### config.mk
export PLATFORM = sky130hd
export DESIGN_NAME = target_follow_motion_profile
export DESIGN_NICKNAME = d
export VERILOG_FILES = /design/src/rtl/core/tfmp_pkg.sv /design/src/rtl/core/tfmp_mul.sv /design/src/rtl/core/tfmp_div.sv /design/src/rtl/core/tfmp_sqrt.sv /design/src/rtl/core/target_follow_motion_profile.sv
export SDC_FILE = /design/constraint.sdc
export NUM_CORES = 2
export LEC_CHECK = 0
export ABC_CLOCK_PERIOD_IN_PS = 12600
export BUFFER_PORTS_ARGS = -buffer_cell sky130_fd_sc_hd__clkbuf_2
export CORE_AREA = 2 2 499 501
export CTS_CLUSTER_SIZE = 10
export DETAILED_ROUTE_END_ITERATION = 16
export DIE_AREA = 0 0 501 503
export PLACE_DENSITY = 0.43
export SYNTH_ARGS = -nofsm -noshare
export SYNTH_HDL_FRONTEND = slang
export SYNTH_SLANG_ARGS = --single-unit
### constraint.sdc
create_clock -name aclk -period 12.6 [get_ports aclk]
set_clock_uncertainty 0.1 [all_clocks]
set_input_delay 2.52 -clock aclk [delete_from_list [all_inputs] [get_ports aclk]]
set_output_delay 2.52 -clock aclk [all_outputs]
set_load 0.05 [all_outputs]
### src/rtl/core/tfmp_pkg.sv
// Shared widths, register indexes and sequencer codes for the motion profile block.
package tfmp_pkg;

    localparam int DW   = 32;   // datapath word
    localparam int PW   = 64;   // product / radicand width
    localparam int CW   = 31;   // Q15.16 unsigned config registers
    localparam int TW   = 10;   // ticks per second
    localparam int AW   = 2;    // config index
    localparam int CNTW = 5;    // iteration counter, DW steps

    typedef enum logic [AW-1:0] {
        REG_MAX_DIST  = 2'd0,
        REG_ACCEL     = 2'd1,
        REG_MAX_SPEED = 2'd2,
        REG_TPS       = 2'd3
    } cfg_idx_t;

    typedef enum logic [3:0] {
        S_IDLE  = 4'b0001,
        S_START = 4'b0010,
        S_WAIT  = 4'b0100,
        S_OUT   = 4'b1000
    } state_t;

    typedef enum logic [16:0] {
        OP_STEP = 17'h00001,   // div: accel / tps
        OP_DXX  = 17'h00002,   // mul: |dx|^2
        OP_DYY  = 17'h00004,   // mul: |dy|^2
        OP_DIST = 17'h00008,   // sqrt: distance
        OP_VXX  = 17'h00010,   // mul: |vx|^2
        OP_VYY  = 17'h00020,   // mul: |vy|^2
        OP_SPD  = 17'h00040,   // sqrt: current speed
        OP_BRK  = 17'h00080,   // mul: d * accel
        OP_SSQ  = 17'h00100,   // mul: speed^2
        OP_BSQ  = 17'h00200,   // sqrt: braking limit
        OP_DT   = 17'h00400,   // mul: d * tps
        OP_NX_M = 17'h00800,   // mul: x scale
        OP_NX_D = 17'h01000,   // div: x scale
        OP_NY_M = 17'h02000,
        OP_NY_D = 17'h04000,
        OP_IX   = 17'h08000,   // div: x position increment
        OP_IY   = 17'h10000
    } op_t;

endpackage

### src/rtl/core/tfmp_mul.sv
// Bit-serial unsigned shift-add multiplier, one multiplier bit per cycle.
module tfmp_mul (
    input  logic                     aclk,
    input  logic                     aresetn,
    input  logic                     start,
    input  logic [tfmp_pkg::DW-1:0]  a_in,
    input  logic [tfmp_pkg::DW-1:0]  b_in,
    output logic [tfmp_pkg::PW-1:0]  prod,
    output logic                     done
);
    import tfmp_pkg::*;

    localparam logic [CNTW-1:0] CNT_LAST = CNTW'(DW - 1);

    logic [DW-1:0]   mcand_reg;
    logic [PW-1:0]   acc_reg;
    logic [PW-1:0]   acc_next;
    logic [DW:0]     upper;
    logic [CNTW-1:0] cnt_reg;
    logic            busy_reg;
    logic            done_reg;

    always_comb begin
        upper = acc_reg[0] ? ({1'b0, acc_reg[PW-1:DW]} + {1'b0, mcand_reg})
                           : {1'b0, acc_reg[PW-1:DW]};
        acc_next = {upper, acc_reg[DW-1:1]};
    end

    always_ff @(posedge aclk) begin
        if (!aresetn) begin
            busy_reg <= 1'b0;
            done_reg <= 1'b0;
            cnt_reg  <= '0;
        end else begin
            done_reg <= busy_reg && (cnt_reg == CNT_LAST);
            if (start) begin
                busy_reg <= 1'b1;
                cnt_reg  <= '0;
            end else if (busy_reg) begin
                cnt_reg <= cnt_reg + 1'b1;
                if (cnt_reg == CNT_LAST) begin
                    busy_reg <= 1'b0;
                end
            end
        end
    end

    always_ff @(posedge aclk) begin
        if (start) begin
            mcand_reg <= a_in;
            acc_reg   <= {{(PW-DW){1'b0}}, b_in};
        end else if (busy_reg) begin
            acc_reg <= acc_next;
        end
    end

    assign prod = acc_reg;
    assign done = done_reg;

endmodule

### src/rtl/core/tfmp_div.sv
// Restoring divider, one quotient bit per cycle; quotient must fit one word.
module tfmp_div (
    input  logic                     aclk,
    input  logic                     aresetn,
    input  logic                     start,
    input  logic [tfmp_pkg::PW-1:0]  dividend,
    input  logic [tfmp_pkg::DW-1:0]  divisor,
    output logic [tfmp_pkg::DW-1:0]  quot,
    output logic                     done
);
    import tfmp_pkg::*;

    localparam logic [CNTW-1:0] CNT_LAST = CNTW'(DW - 1);

    logic [DW-1:0]   dsr_reg;
    logic [DW-1:0]   rem_reg;
    logic [DW-1:0]   rem_next;
    logic [DW-1:0]   q_reg;
    logic [DW-1:0]   q_next;
    logic [DW:0]     trial;
    logic [DW:0]     diff;
    logic            ge;
    logic [CNTW-1:0] cnt_reg;
    logic            busy_reg;
    logic            done_reg;

    always_comb begin
        trial    = {rem_reg, q_reg[DW-1]};
        ge       = trial >= {1'b0, dsr_reg};
        diff     = trial - {1'b0, dsr_reg};
        rem_next = ge ? diff[DW-1:0] : trial[DW-1:0];
        q_next   = {q_reg[DW-2:0], ge};
    end

    always_ff @(posedge aclk) begin
        if (!aresetn) begin
            busy_reg <= 1'b0;
            done_reg <= 1'b0;
            cnt_reg  <= '0;
        end else begin
            done_reg <= busy_reg && (cnt_reg == CNT_LAST);
            if (start) begin
                busy_reg <= 1'b1;
                cnt_reg  <= '0;
            end else if (busy_reg) begin
                cnt_reg <= cnt_reg + 1'b1;
                if (cnt_reg == CNT_LAST) begin
                    busy_reg <= 1'b0;
                end
            end
        end
    end

    always_ff @(posedge aclk) begin
        if (start) begin
            dsr_reg <= divisor;
            rem_reg <= dividend[PW-1:DW];
            q_reg   <= dividend[DW-1:0];
        end else if (busy_reg) begin
            rem_reg <= rem_next;
            q_reg   <= q_next;
        end
    end

    assign quot = q_reg;
    assign done = done_reg;

endmodule

### src/rtl/core/tfmp_sqrt.sv
// Digit-by-digit integer square root, two radicand bits per cycle.
module tfmp_sqrt (
    input  logic                     aclk,
    input  logic                     aresetn,
    input  logic                     start,
    input  logic [tfmp_pkg::PW-1:0]  radicand,
    output logic [tfmp_pkg::DW-1:0]  root,
    output logic                     done
);
    import tfmp_pkg::*;

    localparam logic [CNTW-1:0] CNT_LAST = CNTW'(DW - 1);

    logic [PW-1:0]   rad_reg;
    logic [DW+1:0]   rem_reg;
    logic [DW+1:0]   rem_next;
    logic [DW-1:0]   root_reg;
    logic [DW-1:0]   root_next;
    logic [DW+3:0]   cur;
    logic [DW+3:0]   trial;
    logic [DW+3:0]   diff;
    logic            ge;
    logic [CNTW-1:0] cnt_reg;
    logic            busy_reg;
    logic            done_reg;

    always_comb begin
        cur       = {rem_reg, rad_reg[PW-1:PW-2]};
        trial     = {2'b00, root_reg, 2'b01};
        ge        = cur >= trial;
        diff      = cur - trial;
        rem_next  = ge ? diff[DW+1:0] : cur[DW+1:0];
        root_next = {root_reg[DW-2:0], ge};
    end

    always_ff @(posedge aclk) begin
        if (!aresetn) begin
            busy_reg <= 1'b0;
            done_reg <= 1'b0;
            cnt_reg  <= '0;
        end else begin
            done_reg <= busy_reg && (cnt_reg == CNT_LAST);
            if (start) begin
                busy_reg <= 1'b1;
                cnt_reg  <= '0;
            end else if (busy_reg) begin
                cnt_reg <= cnt_reg + 1'b1;
                if (cnt_reg == CNT_LAST) begin
                    busy_reg <= 1'b0;
                end
            end
        end
    end

    always_ff @(posedge aclk) begin
        if (start) begin
            rad_reg  <= radicand;
            rem_reg  <= '0;
            root_reg <= '0;
        end else if (busy_reg) begin
            rad_reg  <= {rad_reg[PW-3:0], 2'b00};
            rem_reg  <= rem_next;
            root_reg <= root_next;
        end
    end

    assign root = root_reg;
    assign done = done_reg;

endmodule

### src/rtl/core/target_follow_motion_profile.sv
// Top level: 2D target-following trapezoidal motion profile with serial arithmetic units.
//
//  channel | dir | handshake          | payload
//  --------+-----+--------------------+------------------------------------------------
//  s_      | in  | s_tvalid/s_tready  | tdata: target_x, target_y; tuser: has_target
//  m_      | out | m_tvalid/m_tready  | tdata: pos_x, pos_y, vel_x, vel_y; tuser: snapped
//  cfg_    | in  | cfg_we             | cfg_addr selects register, cfg_wdata value
//
// One beat is worked at a time; each operation runs on one of three 32-step serial units
// (multiplier, divider, square root): a start, then 32 steps, then done.
// The result sits in an output register; a new beat is taken while it waits, and the next
// result holds in S_OUT until it has gone. Reset (sync, aresetn low) clears state, loads defaults.
module target_follow_motion_profile (
    input  logic                       aclk,
    input  logic                       aresetn,
    // input beat
    input  logic                       s_tvalid,
    output logic                       s_tready,
    input  logic [63:0]                s_tdata,   // [31:0] target_x, [63:32] target_y
    input  logic                       s_tuser,   // [0] has_target
    // result beat
    output logic                       m_tvalid,
    input  logic                       m_tready,
    output logic [127:0]               m_tdata,   // pos_x_out, pos_y_out, vel_x_out, vel_y_out
    output logic                       m_tuser,   // [0] snapped
    // configuration
    input  logic                       cfg_we,
    input  logic [tfmp_pkg::AW-1:0]    cfg_addr,
    input  logic [tfmp_pkg::CW-1:0]    cfg_wdata
);
    import tfmp_pkg::*;

    function automatic logic [DW-1:0] abs32(input logic [DW-1:0] v);
        abs32 = v[DW-1] ? (~v + 1'b1) : v;
    endfunction

    function automatic logic [DW-1:0] sat_add(input logic [DW-1:0] a, input logic [DW-1:0] b);
        logic [DW:0] s;
        s = {a[DW-1], a} + {b[DW-1], b};
        if (s[DW] != s[DW-1]) begin
            sat_add = s[DW] ? {1'b1, {(DW-1){1'b0}}} : {1'b0, {(DW-1){1'b1}}};
        end else begin
            sat_add = s[DW-1:0];
        end
    endfunction

    // configuration
    logic [CW-1:0] md_reg, acc_reg, ms_reg;
    logic [TW-1:0] tps_reg;
    logic [TW-1:0] tps_eff;

    // sequencer
    state_t state_reg, state_next;
    op_t    op_reg, op_next;

    // beat and working registers
    logic          has_reg, has_next;
    logic [DW-1:0] tx_reg, tx_next, ty_reg, ty_next;
    logic [DW:0]   adx_reg, adx_next, ady_reg, ady_next;
    logic          sdx_reg, sdx_next, sdy_reg, sdy_next;
    logic [CW-1:0] step_reg, step_next;
    logic [PW-1:0] sum_reg, sum_next;
    logic [DW-1:0] d_reg, d_next, spd_reg, spd_next;
    logic          snap_reg, snap_next;

    // follower state
    logic [DW-1:0] fx_reg, fx_next, fy_reg, fy_next;
    logic [DW-1:0] vx_reg, vx_next, vy_reg, vy_next;

    // output register
    logic          mv_reg, mv_next;
    logic [127:0]  md_out_reg, md_out_next;
    logic          mu_reg, mu_next;

    // units
    logic          mul_start, div_start, sqrt_start;
    logic [DW-1:0] mul_a, mul_b, div_dsr;
    logic [PW-1:0] div_dvd, prod;
    logic [DW-1:0] quot, root;
    logic          mul_done, div_done, sqrt_done, unit_done;

    // combinational helpers
    logic [DW:0]   dx, dy;
    logic [DW-1:0] avx, avy;
    logic [DW-1:0] sq;
    logic [DW:0]   spd_sum;
    logic          s_acc;

    assign tps_eff = (tps_reg == '0) ? TW'(1) : tps_reg;
    assign avx     = abs32(vx_reg);
    assign avy     = abs32(vy_reg);
    assign s_tready = (state_reg == S_IDLE);
    assign s_acc   = s_tvalid && s_tready;
    assign unit_done = mul_done | div_done | sqrt_done;

    // operand selection per step
    always_comb begin
        mul_a   = '0;
        mul_b   = '0;
        div_dvd = '0;
        div_dsr = {{(DW-TW){1'b0}}, tps_eff};
        case (op_reg)
            OP_DXX: begin
                mul_a = adx_reg[DW-1:0];
                mul_b = adx_reg[DW-1:0];
            end
            OP_DYY: begin
                mul_a = ady_reg[DW-1:0];
                mul_b = ady_reg[DW-1:0];
            end
            OP_VXX: begin
                mul_a = avx;
                mul_b = avx;
            end
            OP_VYY: begin
                mul_a = avy;
                mul_b = avy;
            end
            OP_BRK: begin
                mul_a = d_reg;
                mul_b = {1'b0, acc_reg};
            end
            OP_SSQ: begin
                mul_a = spd_reg;
                mul_b = spd_reg;
            end
            OP_DT: begin
                mul_a = d_reg;
                mul_b = {{(DW-TW){1'b0}}, tps_eff};
            end
            OP_NX_M: begin
                mul_a = has_reg ? adx_reg[DW-1:0] : avx;
                mul_b = has_reg ? spd_reg : {1'b0, step_reg};
            end
            OP_NY_M: begin
                mul_a = has_reg ? ady_reg[DW-1:0] : avy;
                mul_b = has_reg ? spd_reg : {1'b0, step_reg};
            end
            OP_STEP: begin
                div_dvd = {{(PW-CW){1'b0}}, acc_reg};
            end
            OP_NX_D, OP_NY_D: begin
                div_dvd = sum_reg;
                div_dsr = has_reg ? d_reg : spd_reg;
            end
            OP_IX: begin
                div_dvd = {{(PW-DW){1'b0}}, avx};
            end
            OP_IY: begin
                div_dvd = {{(PW-DW){1'b0}}, avy};
            end
            default: begin
                mul_a = '0;
            end
        endcase
    end

    always_comb begin
        mul_start  = (state_reg == S_START) &&
                     (op_reg inside {OP_DXX, OP_DYY, OP_VXX, OP_VYY, OP_BRK, OP_SSQ,
                                     OP_DT, OP_NX_M, OP_NY_M});
        div_start  = (state_reg == S_START) &&
                     (op_reg inside {OP_STEP, OP_NX_D, OP_NY_D, OP_IX, OP_IY});
        sqrt_start = (state_reg == S_START) &&
                     (op_reg inside {OP_DIST, OP_SPD, OP_BSQ});
    end

    tfmp_mul u_mul (
        .aclk    (aclk),
        .aresetn (aresetn),
        .start   (mul_start),
        .a_in    (mul_a),
        .b_in    (mul_b),
        .prod    (prod),
        .done    (mul_done)
    );

    tfmp_div u_div (
        .aclk     (aclk),
        .aresetn  (aresetn),
        .start    (div_start),
        .dividend (div_dvd),
        .divisor  (div_dsr),
        .quot     (quot),
        .done     (div_done)
    );

    tfmp_sqrt u_sqrt (
        .aclk     (aclk),
        .aresetn  (aresetn),
        .start    (sqrt_start),
        .radicand (sum_reg),
        .root     (root),
        .done     (sqrt_done)
    );

    // sequencer
    always_comb begin
        dx = {s_tdata[31], s_tdata[31:0]} - {fx_reg[DW-1], fx_reg};
        dy = {s_tdata[63], s_tdata[63:32]} - {fy_reg[DW-1], fy_reg};
        spd_sum = {1'b0, root} + {2'b00, step_reg};
        sq = '0;

        state_next  = state_reg;
        op_next     = op_reg;
        has_next    = has_reg;
        tx_next     = tx_reg;
        ty_next     = ty_reg;
        adx_next    = adx_reg;
        ady_next    = ady_reg;
        sdx_next    = sdx_reg;
        sdy_next    = sdy_reg;
        step_next   = step_reg;
        sum_next    = sum_reg;
        d_next      = d_reg;
        spd_next    = spd_reg;
        snap_next   = snap_reg;
        fx_next     = fx_reg;
        fy_next     = fy_reg;
        vx_next     = vx_reg;
        vy_next     = vy_reg;
        mv_next     = mv_reg && !m_tready;
        md_out_next = md_out_reg;
        mu_next     = mu_reg;

        case (state_reg)
            S_IDLE: begin
                if (s_acc) begin
                    has_next   = s_tuser;
                    tx_next    = s_tdata[31:0];
                    ty_next    = s_tdata[63:32];
                    sdx_next   = dx[DW];
                    sdy_next   = dy[DW];
                    adx_next   = dx[DW] ? (~dx + 1'b1) : dx;
                    ady_next   = dy[DW] ? (~dy + 1'b1) : dy;
                    snap_next  = 1'b0;
                    op_next    = OP_STEP;
                    state_next = S_START;
                end
            end
            S_START: begin
                state_next = S_WAIT;
            end
            S_WAIT: begin
                if (unit_done) begin
                    state_next = S_START;
                    case (op_reg)
                        OP_STEP: begin
                            step_next = quot[CW-1:0];
                            if (has_reg) begin
                                if (adx_reg > {2'b00, md_reg} || ady_reg > {2'b00, md_reg}) begin
                                    // far on one axis: jump onto the target
                                    vx_next    = '0;
                                    vy_next    = '0;
                                    fx_next    = tx_reg;
                                    fy_next    = ty_reg;
                                    snap_next  = 1'b1;
                                    state_next = S_OUT;
                                end else begin
                                    op_next = OP_DXX;
                                end
                            end else if (vx_reg == '0 && vy_reg == '0) begin
                                state_next = S_OUT;
                            end else begin
                                op_next = OP_VXX;
                            end
                        end
                        OP_DXX: begin
                            sum_next = prod;
                            op_next  = OP_DYY;
                        end
                        OP_DYY: begin
                            sum_next = sum_reg + prod;
                            op_next  = OP_DIST;
                        end
                        OP_DIST: begin
                            d_next = root;
                            if (root > {1'b0, md_reg}) begin
                                vx_next    = '0;
                                vy_next    = '0;
                                fx_next    = tx_reg;
                                fy_next    = ty_reg;
                                snap_next  = 1'b1;
                                state_next = S_OUT;
                            end else if (root == '0) begin
                                vx_next    = '0;
                                vy_next    = '0;
                                state_next = S_OUT;
                            end else begin
                                op_next = OP_VXX;
                            end
                        end
                        OP_VXX: begin
                            sum_next = prod;
                            op_next  = OP_VYY;
                        end
                        OP_VYY: begin
                            sum_next = sum_reg + prod;
                            op_next  = OP_SPD;
                        end
                        OP_SPD: begin
                            if (has_reg) begin
                                // accelerate, then clamp to max speed
                                spd_next = (spd_sum > {2'b00, ms_reg}) ? {1'b0, ms_reg}
                                                                        : spd_sum[DW-1:0];
                                op_next  = OP_BRK;
                            end else if ({1'b0, step_reg} < root) begin
                                spd_next = root;
                                op_next  = OP_NX_M;
                            end else begin
                                vx_next    = '0;
                                vy_next    = '0;
                                state_next = S_OUT;
                            end
                        end
                        OP_BRK: begin
                            sum_next = {prod[PW-2:0], 1'b0};
                            op_next  = OP_SSQ;
                        end
                        OP_SSQ: begin
                            op_next = (prod > sum_reg) ? OP_BSQ : OP_DT;
                        end
                        OP_BSQ: begin
                            spd_next = root;
                            op_next  = OP_DT;
                        end
                        OP_DT: begin
                            if (prod < {{(PW-DW){1'b0}}, spd_reg}) begin
                                // within one tick: snap onto the target
                                vx_next    = '0;
                                vy_next    = '0;
                                fx_next    = tx_reg;
                                fy_next    = ty_reg;
                                snap_next  = 1'b1;
                                state_next = S_OUT;
                            end else begin
                                op_next = OP_NX_M;
                            end
                        end
                        OP_NX_M: begin
                            sum_next = prod;
                            op_next  = OP_NX_D;
                        end
                        OP_NX_D: begin
                            if (has_reg) begin
                                vx_next = sdx_reg ? (~quot + 1'b1) : quot;
                            end else begin
                                sq      = vx_reg[DW-1] ? (~quot + 1'b1) : quot;
                                vx_next = vx_reg - sq;
                            end
                            op_next = OP_NY_M;
                        end
                        OP_NY_M: begin
                            sum_next = prod;
                            op_next  = OP_NY_D;
                        end
                        OP_NY_D: begin
                            if (has_reg) begin
                                vy_next = sdy_reg ? (~quot + 1'b1) : quot;
                            end else begin
                                sq      = vy_reg[DW-1] ? (~quot + 1'b1) : quot;
                                vy_next = vy_reg - sq;
                            end
                            op_next = OP_IX;
                        end
                        OP_IX: begin
                            fx_next = sat_add(fx_reg, vx_reg[DW-1] ? (~quot + 1'b1) : quot);
                            op_next = OP_IY;
                        end
                        OP_IY: begin
                            fy_next    = sat_add(fy_reg, vy_reg[DW-1] ? (~quot + 1'b1) : quot);
                            state_next = S_OUT;
                        end
                        default: begin
                            state_next = S_OUT;
                        end
                    endcase
                end
            end
            S_OUT: begin
                if (!mv_reg || m_tready) begin
                    mv_next     = 1'b1;
                    md_out_next = {vy_reg, vx_reg, fy_reg, fx_reg};
                    mu_next     = snap_reg;
                    state_next  = S_IDLE;
                end
            end
            default: begin
                state_next = S_IDLE;
            end
        endcase
    end

    // control and follower state
    always_ff @(posedge aclk) begin
        if (!aresetn) begin
            state_reg <= S_IDLE;
            op_reg    <= OP_STEP;
            mv_reg    <= 1'b0;
            fx_reg    <= '0;
            fy_reg    <= '0;
            vx_reg    <= '0;
            vy_reg    <= '0;
            md_reg    <= CW'(327680);
            acc_reg   <= CW'(655360);
            ms_reg    <= CW'(655360);
            tps_reg   <= TW'(100);
        end else begin
            state_reg <= state_next;
            op_reg    <= op_next;
            mv_reg    <= mv_next;
            fx_reg    <= fx_next;
            fy_reg    <= fy_next;
            vx_reg    <= vx_next;
            vy_reg    <= vy_next;
            if (cfg_we) begin
                case (cfg_idx_t'(cfg_addr))
                    REG_MAX_DIST:  md_reg  <= cfg_wdata;
                    REG_ACCEL:     acc_reg <= cfg_wdata;
                    REG_MAX_SPEED: ms_reg  <= cfg_wdata;
                    REG_TPS:       tps_reg <= cfg_wdata[TW-1:0];
                    default:       md_reg  <= md_reg;
                endcase
            end
        end
    end

    // working payload
    always_ff @(posedge aclk) begin
        has_reg    <= has_next;
        tx_reg     <= tx_next;
        ty_reg     <= ty_next;
        adx_reg    <= adx_next;
        ady_reg    <= ady_next;
        sdx_reg    <= sdx_next;
        sdy_reg    <= sdy_next;
        step_reg   <= step_next;
        sum_reg    <= sum_next;
        d_reg      <= d_next;
        spd_reg    <= spd_next;
        snap_reg   <= snap_next;
        md_out_reg <= md_out_next;
        mu_reg     <= mu_next;
    end

    assign m_tvalid = mv_reg;
    assign m_tdata  = md_out_reg;
    assign m_tuser  = mu_reg;

endmodule

==> Word-level counts from Yosys, hierarchy flattened <==
Cells that the tools add are included.
{ "word_totals": {"ff_bits": 1018, "inputBits": 103, "output_inout_bits": 131} }
{ "op_classes": {"add_sub_neg": 19, "order_cmp": 9, "eq_ne": 52, "n_mux": 103, "n_bitwise": 8, "reduce_logical": 57} }
{ "op_table": {"columns": ["cell", "n"], "rows": [
  ["$mux 32", 43],
  ["$pmux 32 s8", 2],
  ["$pmux 32 s5", 2],
  ["$pmux 17 s16", 1],
  ["$pmux 32 s4", 2],
  ["$pmux 64 s4", 1],
  ["$pmux 64 s3", 1],
  ["$mux 17", 10],
  ["$mux 64", 2],
  ["$add 32x32->33", 3],
  ["$gt 33x31->1", 3],
  ["$add 32x1->32 const B", 3],
  ["$logic_not 32->1", 3],
  ["$not 32->32", 3],
  ["$sub 32x32->32", 3],
  ["$add 33x1->33 const B", 2],
  ["$not 33->33", 2],
  ["$sub 32x32->33", 2],
  ["$add 64x64->64", 1],
  ["$gt 64x64->1", 1],
  ["$lt 64x32->1", 1],
  ["$pmux 32 s2", 1],
  ["$mux 4", 11],
  ["$ge 36x34->1", 1],
  ["other kinds (70)", 144]
]} }

==> Logic depth before layout (Yosys ltp) <==
{ "logic_depth": {"ltp_word": 7, "mapped_depth": 27, "ltp_nobuf": 25} }

==> By module <==
Synthesis repeated with hierarchy kept, for this count alone.
{ "hier_totals": {"hier_cells": 8385, "area_unflattened_um2": 74402.6} }
{ "by_module_without_submodules": {"columns": ["mod", "n_inst", "cells_each", "area_each_um2", "seq_area_each_um2"], "rows": [
  ["target_follow_motion_profile", 1, 6531, 54951.5, 17737.0],
  ["tfmp_sqrt", 1, 728, 7592.3, 3383.2],
  ["tfmp_div", 1, 587, 6110.9, 3022.9],
  ["tfmp_mul", 1, 539, 5748.0, 2702.6]
]} }

==> Worst setup path after synthesis <==
OpenSTA, ideal clock, no wires.
{ "synth_timing": {"path_kind": "input port to flip-flop", "startpoint": "input port m_tready", "endpoint": "register md_out_reg[0], in the netlist m_tdata[0] (enable)", "arrival_time_ps": 8326, "t_required_ps": 11867, "slack_ps": 3541, "cell_stages": 2, "n_path_buf": 0, "cell_sequence": "nand2b_1 > nor2b_1"} }
{ "synth_via": {"elab_chain_len": 2} }
{ "synth_rtl": {"columns": ["item", "line_no", "text"], "rows": [
  ["start, declared", "target_follow_motion_profile.sv:23", "input logic m_tready,"],
  ["$logic_or 1x1->1", "target_follow_motion_profile.sv:381", "if (!mv_reg || m_tready) begin"],
  ["$reduce_and 2->1 (no source line)", null, null],
  ["end signal, assigned", "target_follow_motion_profile.sv:442", "md_out_reg <= md_out_next;"],
  ["end, declared", "target_follow_motion_profile.sv:72", "logic [127:0] md_out_reg, md_out_next;"]
]} }
Every way passes these cells.
A chain may end at the register's enable or synchronous reset.

==> Final worst setup path <==
{ "layout_timing": {"startpoint": "register u_div.q_reg[0], in the netlist u_div.quot[0]", "endpoint": "register fx_reg[26]"} }
{ "layout_via": {"elab_chain_len": 7, "word_cells_on_any_way": 8} }
{ "layout_rtl": {"columns": ["item", "line_no", "text"], "rows": [
  ["start, declared", "tfmp_div.sv:18", "logic [DW-1:0] q_reg;"],
  ["start signal, assigned", "tfmp_div.sv:58", "q_reg <= dividend[DW-1:0];"],
  ["start signal, assigned", "tfmp_div.sv:61", "q_reg <= q_next;"],
  ["$not 32->32", "target_follow_motion_profile.sv:367", "fx_next = sat_add(fx_reg, vx_reg[DW-1] ? (~quot + 1'b1) : quot);"],
  ["$add 32x1->32", "target_follow_motion_profile.sv:367", null],
  ["$mux 32 *", "target_follow_motion_profile.sv:367", null],
  ["$add 32x32->33 *", "target_follow_motion_profile.sv:39", "s = {a[DW-1], a} + {b[DW-1], b};"],
  ["$mux 32 or $ne 1x1->1 (tied branches)", "target_follow_motion_profile.sv:41, target_follow_motion_profile.sv:40", null],
  ["$mux 32 *", "target_follow_motion_profile.sv:40", "if (s[DW] != s[DW-1]) begin"],
  ["$pmux 32 s4 *", "target_follow_motion_profile.sv:247", "case (op_reg)"],
  ["end signal, assigned", "target_follow_motion_profile.sv:412", "fx_reg <= fx_next;"],
  ["end, declared", "target_follow_motion_profile.sv:67", "logic [DW-1:0] fx_reg, fx_next, fy_reg, fy_next;"]
]} }
Mark *: on every way between the ends. The rest lies on a longest branch, timed or not.

==> impl_results.md <==
* Status: finished clean
* Comb power frac at 13.9%
* Maximum vdd drop at 0.147 mV
* CP required at 13.16 ns
* Worst-path clk slew at 0.06 ns
* Synth top area cells: edfxtp_1 26%, ha_1 11%, dfxtp_1 10%
* Hold WS at 0.368 ns
* First-pass GRT wire length at 488 mm
* Pre-antenna DRT Iters at 9
* Arrival time at the worst endpoint at 7.98 ns
* Fraction of registers with async set or reset after synthesis at 0%
* Post-synth EDFFs at 646
* # setup viols final at 0
* Crit. Startpoint: u_div.quot[0]
* Via count at 66477
* Total Routing Usage GR at 27.0%
* Power, Total at 8.87 mW
* DRC viols at 0
* Htree depth at 4
* WS Path Type: reg2reg
* Root buf cell: clkbuf_16
* Wire per inst at 29.7 um
* Final non-filler cell total at 11792
* Fin nets at 9194
* Post-CTS Setup Bufs at 0
* Main synth FF type: edfxtp_1
* Hold Path Class: reg2reg
* Pint at 6.25 mW
* Period minus WS final at 7.41 ns
* Resized cells post-CTS at 0
* Core Area at 0.247 mm^2
* Hold buffers post-CTS at 0
* CTS sink cnt at 1018
* Iter 0 DRT Violations at 6746
* Crit path capture: fx_reg[26]
* Ports at 234
* Syn_area_per_cell at 8.83 um^2
* RePlAce Congestion at 1.01
* Post-DP HPWL at 276 mm
* Dpl cells at 11538
* Setup TNS at 0 ns
* Port Buf Inserts at 233
* Post-synthesis cell type count at 103
* Share of total power in the clock network at 42.7%
* Worst reg2reg path endpoint: fx_reg[26]
* Fin crit share at 58.8%
* Sequential share of the synthesized area at 36.4%
* Layout cells sized above 1 at 8.10%
* Starting Density at 29.8%
* Sw frac at 29.5%
* Yosys top cell area share at 26.3%
* Initial antenna violation count at 39
* Worst slew pin tran at 1.45 ns
* RSZ-0062 raised after global routing: no
* Net Sw Power at 2.62 mW
* Largest net degree at the start of global routing at 154
* Final Hold Fails at 0
* Area leader, netlist: edfxtp_1
* Area grow syn2layout at 12.3%
* Routed Wire Length at 350 mm
* Pre-CTS setup slack at 5.22 ns
* GRT overflow at 0
* Mapped Nets at 9103
* Die H at 503 um
* Max cap viols at 0
* FMAX at 135 MHz
* Vias in the first global route at 63214
* Post-DRT Antenna Nets at 0
* RR Startpoint: u_div.quot[0]
* Die area at 0.252 mm^2
* TritonCTS buffer count at 135
* Most instantiated library cell after synthesis: nand2_1
* Synth Register Bits at 1018
* Clock tree buffer depth at 3
* Synth top cells by count: 902 x nand2_1, 654 x o21ai_0, 646 x edfxtp_1
* Part of the power in registers at 43.4%
* Crit. End Element: register
* Max FFs per register at 128
* Row cnt at 183
* Post-synthesis cell count at 8347
* Final Max Slew Viols at 0
* CP max FO at 11
* Die W at 501 um
* Min-delay src: md_reg[11]
* Max_slew headroom at 3.21%
* Yosys warning count at 0
* Leakage Power at 32.7 nW
* P per Cell Area at 107 mW/mm^2
* Worst setup margin at 5.19 ns
* CTS tree: built
* Synth Cell Area at 0.0737 mm^2
* Clock Latency Late Sink at 0.83 ns
* CP Launch Type: register
* Via density at 5.64
* Worst reg2reg path depth at 20
* Reg2reg setup slack at 5.19 ns
metal layers:
metal  GRT usage, %  wire length (um)
met1           35.9            153000
met5              0               103
met3           4.56             23500
met2           42.2            155000
met4           13.0             18800
power groups by stage:
stage	clock network [mW]	registers [mW]	logic [mW]
floorplan	0	3.78	0.832
global placement	0	3.91	1.21
detailed placement	0	3.91	1.21
CTS	3.88	3.84	1.22
global route	3.99	3.84	1.35
finish	3.79	3.85	1.23
through the flow:
step,instance area [um^2],utilization [%]
floorplan,73700,-
global placement,78500,31.8
detailed placement,78500,31.8
CTS,82700,33.5
global route,82700,33.5
finish,82700,33.5
cells by family after synthesis:
group                    after synthesis  share of synthesized area [%]
AO/OA/AOI/OAI                       2484                           21.9
AND/OR/NAND/NOR                     2434                           15.6
flip-flops                          1018                           36.4
buffers and inverters                956                           4.95
adder cells (fa/ha/maj)              655                           11.2
XOR/XNOR                             559                           6.64
multiplexers                         241                           3.29
worst min path at each step:
stage	to	slack (ns)	cells past startpoint
after floorplan	m_tuser	0.30	0
after global placement	md_reg[1]	0.35	2
after detailed placement	md_reg[3]	0.36	2
after CTS	md_reg[3]	0.37	2
after global routing	md_reg[9]	0.39	2
final	md_reg[11]	0.37	2
placed cells by master (no fill, tap or decap), drive strengths merged, types with 31 or more instances in the layout:
cell,Yosys,final
a22oi,121,121
nor4,71,71
mux2i,229,229
xnor2,359,359
o31ai,68,68
clkbuf,346,437
a31oi,58,58
or3,63,63
clkinv,2,31
nand2b,85,85
and3,67,67
a21oi,561,561
inv,543,550
buf,65,132
nor2,588,588
o21a,64,64
a221oi,49,49
a21boi,132,132
a211oi,95,95
xor2,200,200
nand4,93,93
or4,39,39
nand3,139,139
nand2,902,902
ha,643,643
o21bai,68,68
edfxtp,646,646
o211ai,64,64
o21ai,665,665
a2111oi,38,38
nor2b,117,117
dfxtp,372,372
nor3,137,137
and2,40,40
a21o,229,229
final cells by class:
| cell class | instances | area (um^2) |
|---|---|---|
| Timing Repair Buffer | 365 | 2190 |
| Fill cell | 25662 | 164000 |
| Inverter | 545 | 2050 |
| Multi-Input combinational cell | 6373 | 43400 |
| Sequential cell | 1018 | 26900 |
| Clock inverter | 41 | 314 |
| Clock buffer | 204 | 3850 |
| Antenna cell | 9 | 22.5 |
| Tap cell | 3237 | 4050 |
critical path: stages (launching register included):
cell,delay (ns)
edfxtp_1,0.58
or3_1,0.46
or3_1,0.42
or3_1,0.49
or3_1,0.47
or3_1,0.41
and2_1,0.20
xor2_1,0.42
ha_1,0.39
a21oi_1,0.22
nor2_1,0.07
a211o_1,0.31
a31oi_1,0.18
o21ai_0,0.16
a221o_1,0.41
o21ai_0,0.34
a21boi_0,0.15
mux2i_1,0.29
nand2_1,0.24
nor2_1,0.80
a21oi_1,0.14
(Power assumes the default switching activity.)
